--- src/hw/rtl/rlps_pkg.sv ---
// Shared types and constants for the RGBW LED strip pulse serializer.
// Holds transaction structs, operation codes, register indexes and reset values.
// No dependencies.
package rlps_pkg;

    // Operation codes of an input transaction
    localparam logic OP_TICK  = 1'b0;
    localparam logic OP_WRITE = 1'b1;

    // Configuration register indexes
    localparam int CFG_IDX_W = 3;
    localparam logic [CFG_IDX_W-1:0] CFG_ONE_HIGH  = 3'd0;
    localparam logic [CFG_IDX_W-1:0] CFG_ONE_LOW   = 3'd1;
    localparam logic [CFG_IDX_W-1:0] CFG_ZERO_HIGH = 3'd2;
    localparam logic [CFG_IDX_W-1:0] CFG_ZERO_LOW  = 3'd3;
    localparam logic [CFG_IDX_W-1:0] CFG_GAP       = 3'd4;

    localparam int PULSE_W = 10;
    localparam int GAP_W   = 16;
    localparam int CFG_DATA_W = 16;

    // Reset values of the timing registers (nanoseconds over a 5 ns tick)
    localparam logic [PULSE_W-1:0] RST_ONE_HIGH  = PULSE_W'(700 / 5);
    localparam logic [PULSE_W-1:0] RST_ONE_LOW   = PULSE_W'(800 / 5);
    localparam logic [PULSE_W-1:0] RST_ZERO_HIGH = PULSE_W'(350 / 5);
    localparam logic [PULSE_W-1:0] RST_ZERO_LOW  = PULSE_W'(600 / 5);
    localparam logic [GAP_W-1:0]   RST_GAP       = GAP_W'(60000 / 5);

    // Queue between front and back; depth must be a power of two
    localparam int Q_DEPTH = 2;
    localparam int Q_PTR_W = $clog2(Q_DEPTH);
    localparam int Q_CNT_W = $clog2(Q_DEPTH + 1);

    typedef struct packed {
        logic        opcode;
        logic [2:0]  led_index;
        logic [31:0] color_word;
    } t_in_item;

    typedef struct packed {
        logic line_level;
        logic frame_done;
    } t_out_item;

    typedef struct packed {
        logic [PULSE_W-1:0] one_high;
        logic [PULSE_W-1:0] one_low;
        logic [PULSE_W-1:0] zero_high;
        logic [PULSE_W-1:0] zero_low;
        logic [GAP_W-1:0]   gap;
    } t_timing;

    // Classified command passed from front to back
    typedef struct packed {
        logic        is_write;
        logic [2:0]  idx;
        logic [31:0] data;
    } t_cmd;

endpackage

--- src/hw/rtl/rgbw_led_strip_pulse_serializer_top.sv ---
// Top level of the RGBW LED strip pulse serializer: timing registers and wiring
// of front stage, command queue and back stage. Depends on rlps_pkg and all rlps_* modules.
//
// Drives a one-wire RGBW strip from a table of color words. Each input
// transaction is either a tick (one timebase clock, answered by one output
// transaction with the line level and a frame-done flag) or a color write
// (no output). The block sustains one transaction per clock cycle while
// o_in_stall stays low. An accepted tick passes through the input register,
// the queue and the output register before its output is valid. The
// two-entry queue lets the input and output sides stall independently.
// The user must write timing registers through the plain configuration port
// only while the block is idle; the block itself does not enforce it. Only
// LEDs 0..7 are addressable; further LEDs of a longer strip are sent as zero.
module rgbw_led_strip_pulse_serializer_top
    import rlps_pkg::*;
#(
    parameter int NUM_LEDS = 8
) (
    input  logic                  i_clk,
    input  logic                  i_rst_n,
    input  logic                  i_cfg_we,
    input  logic [CFG_IDX_W-1:0]  i_cfg_idx,
    input  logic [CFG_DATA_W-1:0] i_cfg_wdata,
    input  logic                  i_in_valid,
    output logic                  o_in_stall,
    input  t_in_item              i_in_data,
    output logic                  o_out_valid,
    input  logic                  i_out_stall,
    output t_out_item             o_out_data
);

    t_timing r_timing;
    logic    push;
    logic    full;
    logic    pop;
    logic    q_valid;
    t_cmd    front_cmd;
    t_cmd    back_cmd;

    // Write timing registers; drop unknown indexes
    always_ff @(posedge i_clk) begin
        if (!i_rst_n) begin
            r_timing.one_high  <= RST_ONE_HIGH;
            r_timing.one_low   <= RST_ONE_LOW;
            r_timing.zero_high <= RST_ZERO_HIGH;
            r_timing.zero_low  <= RST_ZERO_LOW;
            r_timing.gap       <= RST_GAP;
        end else if (i_cfg_we) begin
            unique case (i_cfg_idx)
                CFG_ONE_HIGH:  r_timing.one_high  <= i_cfg_wdata[PULSE_W-1:0];
                CFG_ONE_LOW:   r_timing.one_low   <= i_cfg_wdata[PULSE_W-1:0];
                CFG_ZERO_HIGH: r_timing.zero_high <= i_cfg_wdata[PULSE_W-1:0];
                CFG_ZERO_LOW:  r_timing.zero_low  <= i_cfg_wdata[PULSE_W-1:0];
                CFG_GAP:       r_timing.gap       <= i_cfg_wdata[GAP_W-1:0];
                default:       r_timing <= r_timing;
            endcase
        end
    end

    rlps_front #(
        .NUM_LEDS (NUM_LEDS)
    ) u_front (
        .i_clk      (i_clk),
        .i_rst_n    (i_rst_n),
        .i_in_valid (i_in_valid),
        .o_in_stall (o_in_stall),
        .i_in_data  (i_in_data),
        .o_push     (push),
        .o_cmd      (front_cmd),
        .i_full     (full)
    );

    rlps_fifo u_fifo (
        .i_clk   (i_clk),
        .i_rst_n (i_rst_n),
        .i_push  (push),
        .i_data  (front_cmd),
        .o_full  (full),
        .i_pop   (pop),
        .o_valid (q_valid),
        .o_data  (back_cmd)
    );

    rlps_back #(
        .NUM_LEDS (NUM_LEDS)
    ) u_back (
        .i_clk       (i_clk),
        .i_rst_n     (i_rst_n),
        .i_timing    (r_timing),
        .i_q_valid   (q_valid),
        .i_cmd       (back_cmd),
        .o_pop       (pop),
        .o_out_valid (o_out_valid),
        .i_out_stall (i_out_stall),
        .o_out_data  (o_out_data)
    );

endmodule

--- src/hw/rtl/rlps_front.sv ---
// Front stage: registers input transactions and classifies them into commands.
// Drops writes to LEDs beyond the strip. Depends on rlps_pkg.
module rlps_front
    import rlps_pkg::*;
#(
    parameter int NUM_LEDS = 8
) (
    input  logic     i_clk,
    input  logic     i_rst_n,
    input  logic     i_in_valid,
    output logic     o_in_stall,
    input  t_in_item i_in_data,
    output logic     o_push,
    output t_cmd     o_cmd,
    input  logic     i_full
);

    logic     r_valid;
    t_in_item r_item;
    logic     keep;
    logic     done;

    // Classify: a write beyond the strip is consumed without a queue slot
    assign keep = !((r_item.opcode == OP_WRITE) && !(32'(r_item.led_index) < NUM_LEDS));
    assign done = r_valid && (!keep || !i_full);

    assign o_in_stall = r_valid && !done;
    assign o_push     = r_valid && keep && !i_full;

    assign o_cmd.is_write = (r_item.opcode == OP_WRITE);
    assign o_cmd.idx      = r_item.led_index;
    assign o_cmd.data     = r_item.color_word;

    // Hold or advance the input register
    always_ff @(posedge i_clk) begin
        if (!i_rst_n) begin
            r_valid <= 1'b0;
        end else if (!r_valid || done) begin
            r_valid <= i_in_valid;
        end
    end

    always_ff @(posedge i_clk) begin
        if (i_in_valid && !o_in_stall) begin
            r_item <= i_in_data;
        end
    end

endmodule

--- src/hw/rtl/rlps_fifo.sv ---
// Short command queue between front and back stages.
// Register-based, depth from rlps_pkg. Depends on rlps_pkg.
module rlps_fifo
    import rlps_pkg::*;
(
    input  logic i_clk,
    input  logic i_rst_n,
    input  logic i_push,
    input  t_cmd i_data,
    output logic o_full,
    input  logic i_pop,
    output logic o_valid,
    output t_cmd o_data
);

    t_cmd               r_mem [Q_DEPTH];
    logic [Q_PTR_W-1:0] r_wptr;
    logic [Q_PTR_W-1:0] r_rptr;
    logic [Q_CNT_W-1:0] r_count;

    assign o_full  = (r_count == Q_CNT_W'(Q_DEPTH));
    assign o_valid = (r_count != '0);
    assign o_data  = r_mem[r_rptr];

    // Advance pointers and occupancy
    always_ff @(posedge i_clk) begin
        if (!i_rst_n) begin
            r_wptr  <= '0;
            r_rptr  <= '0;
            r_count <= '0;
        end else begin
            if (i_push) begin
                r_wptr <= r_wptr + 1'b1;
            end
            if (i_pop) begin
                r_rptr <= r_rptr + 1'b1;
            end
            case ({i_push, i_pop})
                2'b10:   r_count <= r_count + 1'b1;
                2'b01:   r_count <= r_count - 1'b1;
                default: r_count <= r_count;
            endcase
        end
    end

    always_ff @(posedge i_clk) begin
        if (i_push) begin
            r_mem[r_wptr] <= i_data;
        end
    end

    a_no_overflow: assert property (@(posedge i_clk) disable iff (!i_rst_n)
        !(i_push && o_full))
        else $error("queue push while full");

    a_no_underflow: assert property (@(posedge i_clk) disable iff (!i_rst_n)
        !(i_pop && !o_valid))
        else $error("queue pop while empty");

endmodule

--- src/hw/rtl/rlps_back.sv ---
// Back stage: applies color writes and runs the bit pulse sequencer per tick.
// Owns the color table and the output register. Depends on rlps_pkg.
module rlps_back
    import rlps_pkg::*;
#(
    parameter int NUM_LEDS = 8
) (
    input  logic      i_clk,
    input  logic      i_rst_n,
    input  t_timing   i_timing,
    input  logic      i_q_valid,
    input  t_cmd      i_cmd,
    output logic      o_pop,
    output logic      o_out_valid,
    input  logic      i_out_stall,
    output t_out_item o_out_data
);

    // Only the first eight LEDs are writable; the rest always read as zero
    localparam int TD  = (NUM_LEDS < 8) ? NUM_LEDS : 8;
    localparam int TIW = (TD > 1) ? $clog2(TD) : 1;
    localparam int LW  = (NUM_LEDS > 1) ? $clog2(NUM_LEDS) : 1;
    localparam logic [LW-1:0] LED_LAST = LW'(NUM_LEDS - 1);

    typedef enum logic [1:0] {
        PH_HIGH,
        PH_LOW,
        PH_GAP
    } t_phase;

    logic [31:0] r_table [TD];
    t_phase      r_phase,     n_phase;
    logic [LW-1:0] r_led_pos, n_led_pos;
    logic [4:0]  r_bit_pos,   n_bit_pos;
    logic [15:0] r_tick,      n_tick;
    logic        r_bit_value, n_bit_value;
    logic        r_out_valid;
    t_out_item   r_out,       n_out;

    logic        out_free;
    logic        do_write;
    logic        do_tick;
    logic [31:0] tbl_word;
    logic        bv;
    logic [16:0] cnt_inc;
    logic [16:0] len;

    assign out_free = !r_out_valid || !i_out_stall;
    assign do_write = i_q_valid && i_cmd.is_write;
    assign do_tick  = i_q_valid && !i_cmd.is_write && out_free;
    assign o_pop    = do_write || do_tick;

    assign tbl_word = (32'(r_led_pos) < TD) ? r_table[r_led_pos[TIW-1:0]] : '0;
    // Sample the bit on the first tick of its high pulse
    assign bv       = (r_tick == '0) ? tbl_word[r_bit_pos] : r_bit_value;
    assign cnt_inc  = {1'b0, r_tick} + 17'd1;

    // Next state of the pulse sequencer for one tick
    always_comb begin
        n_phase     = r_phase;
        n_led_pos   = r_led_pos;
        n_bit_pos   = r_bit_pos;
        n_tick      = cnt_inc[15:0];
        n_bit_value = r_bit_value;
        n_out       = '0;
        len         = '0;
        unique case (r_phase)
            PH_HIGH: begin
                n_out.line_level = 1'b1;
                n_bit_value      = bv;
                len = 17'(bv ? i_timing.one_high : i_timing.zero_high);
                if (cnt_inc >= len) begin
                    n_tick  = '0;
                    n_phase = PH_LOW;
                end
            end
            PH_LOW: begin
                len = 17'(r_bit_value ? i_timing.one_low : i_timing.zero_low);
                if (cnt_inc >= len) begin
                    n_tick  = '0;
                    n_phase = PH_HIGH;
                    if (r_bit_pos == '0) begin
                        n_bit_pos = 5'd31;
                        if (r_led_pos == LED_LAST) begin
                            n_led_pos = '0;
                            n_phase   = PH_GAP;
                        end else begin
                            n_led_pos = r_led_pos + 1'b1;
                        end
                    end else begin
                        n_bit_pos = r_bit_pos - 5'd1;
                    end
                end
            end
            PH_GAP: begin
                len = 17'(i_timing.gap);
                if (cnt_inc >= len) begin
                    n_tick           = '0;
                    n_out.frame_done = 1'b1;
                    n_phase          = PH_HIGH;
                end
            end
            default: begin
                n_phase = PH_HIGH;
                n_tick  = '0;
            end
        endcase
    end

    // Hold sequencer state, color table and output register
    always_ff @(posedge i_clk) begin
        if (!i_rst_n) begin
            r_phase     <= PH_HIGH;
            r_led_pos   <= '0;
            r_bit_pos   <= 5'd31;
            r_tick      <= '0;
            r_bit_value <= 1'b0;
            r_out_valid <= 1'b0;
            for (int i = 0; i < TD; i++) begin
                r_table[i] <= '0;
            end
        end else begin
            if (do_write) begin
                r_table[i_cmd.idx[TIW-1:0]] <= i_cmd.data;
            end
            if (do_tick) begin
                r_phase     <= n_phase;
                r_led_pos   <= n_led_pos;
                r_bit_pos   <= n_bit_pos;
                r_tick      <= n_tick;
                r_bit_value <= n_bit_value;
                r_out_valid <= 1'b1;
                r_out       <= n_out;
            end else if (!i_out_stall) begin
                r_out_valid <= 1'b0;
            end
        end
    end

    assign o_out_valid = r_out_valid;
    assign o_out_data  = r_out;

    a_gap_at_frame_start: assert property (@(posedge i_clk) disable iff (!i_rst_n)
        (r_phase == PH_GAP) |-> (r_led_pos == '0 && r_bit_pos == 5'd31))
        else $error("latch gap entered with sequencer mid-frame");

    a_done_line_low: assert property (@(posedge i_clk) disable iff (!i_rst_n)
        (r_out_valid && r_out.frame_done) |-> !r_out.line_level)
        else $error("frame done flagged while line high");

    a_no_tick_into_held_slot: assert property (@(posedge i_clk) disable iff (!i_rst_n)
        (r_out_valid && i_out_stall) |-> !do_tick)
        else $error("tick executed while output slot held");

endmodule

--- config.mk ---
export PLATFORM = sky130hd
export DESIGN_NAME = rgbw_led_strip_pulse_serializer_top
export DESIGN_NICKNAME = d
export VERILOG_FILES = /design/src/hw/rtl/rlps_pkg.sv /design/src/hw/rtl/rgbw_led_strip_pulse_serializer_top.sv /design/src/hw/rtl/rlps_front.sv /design/src/hw/rtl/rlps_fifo.sv /design/src/hw/rtl/rlps_back.sv
export SDC_FILE = /design/constraint.sdc
export NUM_CORES = 1
export LEC_CHECK = 0
export ABC_AREA = 1
export BUFFER_PORTS_ARGS = -buffer_cell sky130_fd_sc_hd__buf_2
export CORE_MARGIN = 2
export CORE_UTILIZATION = 64
export CTS_CLUSTER_DIAMETER = 60
export DETAILED_ROUTE_END_ITERATION = 8
export GPL_TIMING_DRIVEN = 0
export PLACE_DENSITY = 0.85
export SLEW_MARGIN = 30
export SYNTH_ARGS = -nofsm -noshare
export SYNTH_HDL_FRONTEND = slang
export SYNTH_SLANG_ARGS = --single-unit
--- constraint.sdc ---
create_clock -name i_clk -period 6.61 [get_ports i_clk]
set_clock_uncertainty 0.1 [all_clocks]
set_input_delay 0.661 -clock i_clk [delete_from_list [all_inputs] [get_ports i_clk]]
set_output_delay 0.661 -clock i_clk [all_outputs]
set_load 0.03 [all_outputs]
Word-level counts from Yosys, hierarchy flattened
Memory sizes are Yosys's and may differ from the RTL's. A register that Yosys moved wholly into a read port is not among the register bits.
Cells that the tools add are included.
{ "word_totals": {"regBits": 127, "latch_bits": 0, "ramBits": 328, "romBits": 0, "in_bits": 60, "n_memories": 2} }
{ "op_classes": {"n_addsub": 7, "mul": 0, "div_mod_pow": 0, "order_cmp": 4, "eq_ne": 14, "shifts": 0, "muxes": 35, "bitwise": 0, "reduce_logical": 33} }
{ "memory_table": {"columns": ["memory", "words", "width", "rd", "rd_ports_with_merged_regs", "write_ports", "line", "source"], "rows": [
  ["u_back.r_table", 8, 32, 1, 1, 8, "rlps_back.sv:31", "logic [31:0] r_table [TD];"],
  ["u_fifo.r_mem", 2, 36, 1, 1, 1, "rlps_fifo.sv:16", "t_cmd r_mem [Q_DEPTH];"]
]} }
{ "op_table": {"columns": ["operator", "count"], "rows": [
  ["16-bit two-way mux", 3],
  ["16-bit one-hot mux with 3 select lines", 1],
  ["17-bit greater-or-equal comparator", 2],
  ["32-bit two-way mux", 1],
  ["32-bit OR reduction", 1],
  ["10-bit two-way mux", 2],
  ["16-bit by 1-bit adder with 17-bit output (second input constant)", 1],
  ["17-bit by 16-bit greater-or-equal comparator with 1-bit output", 1],
  ["16-bit zero test", 1],
  ["1-bit two-way mux", 15],
  ["2-bit AND reduction", 7],
  ["3-bit two-way mux", 4],
  ["2-bit two-way mux", 5],
  ["2-bit by 1-bit inequality test with 1-bit output (second input constant)", 4],
  ["4-bit AND reduction", 2],
  ["1-bit zero test", 7],
  ["2-bit == test (second input constant)", 3],
  ["3-bit by 2-bit == test with 1-bit output (second input constant)", 2],
  ["3-bit == test (second input constant)", 2],
  ["1-bit logical AND", 6],
  ["5-bit by 6-bit < comparator with 1-bit output (second input constant)", 1],
  ["2-bit one-hot mux with 3 select lines", 1],
  ["1-bit binary-select mux with 5-bit select", 1],
  ["5-bit zero test", 1],
  ["14 further kinds", 19]
]} }

Depth between registers and ports, before layout
{ "depth": {"depth_word": 7, "ltp_mapped": 30, "ltp_nobuf": 28} }

By module
From an unflattened synthesis, not the netlist that was laid out.
{ "unflattened": {"hier_cells": 2177, "area_unflattened_um2": 21119.0} }
{ "modules_own_cells": {"columns": ["mod", "instances", "cells_each", "area_each_um2", "seq_area_each_um2"], "rows": [
  ["rlps_back", 1, 1677, 14801.7, 8368.0],
  ["rlps_fifo", 1, 147, 2977.9, 2262.2],
  ["rgbw_led_strip_pulse_serializer_top", 1, 308, 2200.9, 1121.1],
  ["rlps_front", 1, 45, 1138.6, 1101.1]
]} }

Worst setup path before layout
Ideal clock, no wire load.
{ "synth_path": {"kind": "flip-flop to flip-flop", "startpoint": "register (tool-made name)", "endpoint": "register u_back.r_tick[7]", "setup_time_ns": 0.132, "arrival_time_ns": 3.019, "t_required_ns": 6.378, "slack_ns": 3.359, "path_stages_with_launch": 30, "n_path_buf": 5, "path_cell_list": "dfxtp_1 > buf_4 > inv_2 > buf_4 > buf_2 > nand2_1 > nand3_1 > nand3_1 > nand3_1 > nand3_1 > nand3_1 > nand3_1 > nand3_1 > nand3_1 > buf_2 > nand3b_1 > nand2_1 > ha_1 > nand2_1 > nor2_1 > nand3_1 > nor3_1 > nor3_1 > nand3_1 > nand2_1 > nand3_2 > nand3_4 > buf_12 > nand3_2 > a21oi_2"} }
{ "synth_lines": {"columns": ["item", "line", "source"], "rows": [
  ["to (signal assigned)", "rlps_back.sv:130", "r_tick <= n_tick;"],
  ["to (decl)", "rlps_back.sv:35", "logic [15:0] r_tick, n_tick;"]
]} }

==> metrics <==
Synth async-reset ratio=0%; Sequential Area=12900 sq um; Hold Path Class=input port to flip-flop; initial core utilization=64.8%; gr ovfl total=0; most numerous cell in the Yosys netlist=nand2_1; largest family of logic cells by synthesized area=simple AND/OR/NAND/NOR gates; Hold Buf Count CTS=0; antenna cells=0; Unique masters post-synth=42; mapped cell area=20300 sq um; Synth-to-Final Area Change=13.0%; syn_nets=2128; fin crit share=72.6%; post-CTS sizing=0; Syn Inst Count=2026; wire length per cell=22.0 um; final setup fails=0; GRT Overall Usage=34.3%; antenna-violating nets left=0; sw frac=26.5%; number of global-route vias before repair=15972; Synth Area in XOR/XNOR=0.511%; RSZ-0062 raised after global routing=false; most common flop cell mapped by yosys=edfxtp_1; DR pass1 iterations=8; Sw Pwr=1840 uW; setup bufs post-CTS=0; post-detailed-routing wire length=56.6 mm; Critical Path End Type=flip-flop; die extent in x=182 um; clk slew on worst S/H paths=0.06 ns; Die H=182 um; adder-cell share of the synthesized area=2.59%; design area=23000 sq um; Max Fanout on Critical Path=10; fmax=208 MHz; fraction of synthesized area in multiplexers=1.77%; top cell type by total area after synthesis=edfxtp_1; P per Cell Area=303 nW/um^2; CP Launch Type=flip-flop; Root Driver=clkbuf_16; top post-synthesis cells by area=edfxtp_1, dfxtp_1, nand2_1; DP Area=21400 sq um; CTS tree=built; Tot Pwr=6970 uW; Pins Over Slew Limit=0; number of CTS-inserted buffers=44; RePlAce Congestion=0.958; combinational share of power=13.5%; Clock Power Share=37.6%; die footprint=33200 sq um; Synth top cells by count=nand2_1, nor2_1, edfxtp_1; Post-synth EDFFs=366; vias per cell=6.34; number of max-cap violations=0; Slew @ Worst Pin=1.01 ns; drt drc=0; Setup CP Type=flip-flop to flip-flop; H-tree levels=2; filler cell count=1971; Core Footprint=31400 sq um; area of the multi-input gates=6710 sq um; Lkg Pwr=0.00917 uW; # rows=65; clock sink count=459; via count=16341; post-detail-place hpwl=36.9 mm; initial antenna violation count=0; I/O Pins=64; Syn Area/Cell=10.0 sq um; min cycle time layout=4.80 ns; Longest Clk Path Bufs=3; Layout Nets=2247; Slew HR=30.6%; status=finished clean; P_int=5120 uW; Simple-Gate Fraction of Synth Area=24.1%; Port-buffer cells=63; Reg power frac=48.9%; Starting DRT DRC Count=2294; Yosys reg bits=459; Yosys top cell area share=54.1%; setup TNS=0 ns; fraction of layout cells with a size suffix above 1=10.5%; first-pass GRT wire length=86.5 mm; sequential fraction of the synthesis area=63.2%; WP data required=6.99 ns; worst-skew pair later-pin latency=0.57 ns; largest net degree at the start of global routing=37; yosys warns=0; Compound-Gate Fraction of Synth Area=3.69%; CP arrival=5.18 ns; VDD IR max=0.000338 V; Final Hold Fails=0
[registers in the layout, indices dropped and copies added, names as in the netlist, named ones only]
signal,count
u_back.r_led_pos,3
u_fifo.r_count,2
u_back.r_bit_pos,5
u_back.r_table,256
u_back.o_out_data,2
u_back.r_bit_value,1
r_timing,56
u_back.r_phase,2
u_fifo.r_rptr,1
u_back.o_out_valid,1
u_front.o_cmd,36
u_front.r_valid,1
u_fifo.r_wptr,1
u_fifo.r_mem,72
u_back.r_tick,16
[cells by family after synthesis]
| kind of cell | after synthesis |
|---|---|
| xor+xnor | 11 |
| mux | 36 |
| buf+inv | 205 |
| flops | 459 |
| fa+ha+maj | 42 |
| simple gates | 1132 |
| compound gates | 141 |
[through the flow]
| stage | cells | hold WS (ns) | worst slack (ns) | util, % |
|---|---|---|---|---|
| after floorplan | 2026 | 0.320 | 3.36 | - |
| after global placement | 2491 | 0.322 | 2.23 | 67.4 |
| after detailed placement | 2501 | 0.331 | 2.17 | 68.3 |
| after CTS | 2579 | 0.169 | 2.07 | 73.0 |
| after global routing | 2579 | 0.169 | 1.59 | 73.1 |
| final | 2579 | 0.173 | 1.81 | 73.1 |
[power groups by stage]
stage	sequential (uW)	clock (uW)	combinational, uW
after detailed placement	3460	0	885
after global routing	3420	2700	1010
after CTS	3400	2600	898
after global placement	3450	0	816
final	3410	2620	939
after floorplan	3440	0	567
[per-layer routing]
| metal | wire length, um | global-route usage [%] |
|---|---|---|
| met2 | 25200 | 53.2 |
| met1 | 20100 | 45.3 |
| met3 | 8520 | 9.82 |
| met4 | 2760 | 15.7 |
| met5 | 14 | 0 |
[path summary, 6_finish.rpt]
kind	end	depth (start not counted)	from	slack, ns
hold / removal	u_front.o_cmd[5]	1	i_in_data[5]	0.17
setup reg to reg	u_back.r_tick[12]	26	flip-flop	1.81
hold reg to reg	u_fifo.r_mem[0][35]	0	u_front.o_cmd[35]	0.34
setup / recovery	u_back.r_tick[12]	26	flip-flop	1.81
[cell type report]
cell class	instances	area share [%]
multi-input combinational	1362	29.2
timing repair buffer	73	2.51
clock inverter	22	1.39
buffer	106	2.02
clock buffer	56	5.08
tap	402	2.19
inverter	99	1.62
sequential	459	56.0
[worst max-delay path: stages (launching register included)]
cell and delay, ns:
dfxtp_1 0.38, buf_2 0.26, clkbuf_1 0.65, nand3_1 0.16
nand3_1 0.12, nand3_1 0.08, nand3_1 0.08, nand3_1 0.17
nand3_1 0.19, nand3_1 0.20, nand2_1 0.12, nand2_1 0.25
nand3b_1 0.19, nand2_1 0.08, ha_1 0.29, nand2_1 0.08
inv_1 0.04, o21ai_0 0.19, nand2_1 0.08, a22oi_1 0.15
nand3_1 0.15, nand2_1 0.12, nand3_2 0.11, nand3_4 0.13
buf_12 0.15, nand3_2 0.06, a21oi_1 0.14
[placed cells by master (no fill, tap or decap), types with 3 or more instances in the layout]
| cell | instances |
|---|---|
| nand2_1 | 387 |
| nor2_1 | 376 |
| edfxtp_1 | 366 |
| nand3_1 | 277 |
| dfxtp_1 | 93 |
| buf_2 | 88 |
| inv_1 | 86 |
| o21ai_0 | 72 |
| clkbuf_1 | 70 |
| a21oi_1 | 51 |
| clkbuf_16 | 44 |
| ha_1 | 42 |
| mux2i_1 | 27 |
| nand3b_1 | 19 |
| nand4_1 | 14 |
| buf_1 | 14 |
| nor3_1 | 13 |
| nand3_2 | 13 |
| nand2_2 | 11 |
| clkinv_1 | 11 |
| xor2_1 | 10 |
| mux2i_2 | 9 |
| buf_16 | 8 |
| o211ai_1 | 7 |
| bufinv_16 | 7 |
| clkinv_2 | 7 |
| or2_2 | 6 |
| inv_2 | 5 |
| buf_4 | 5 |
| nor2_4 | 4 |
| nor2_2 | 3 |
| nor3_2 | 3 |
| buf_12 | 3 |
Note: power is estimated with default switching activity, not from simulation.
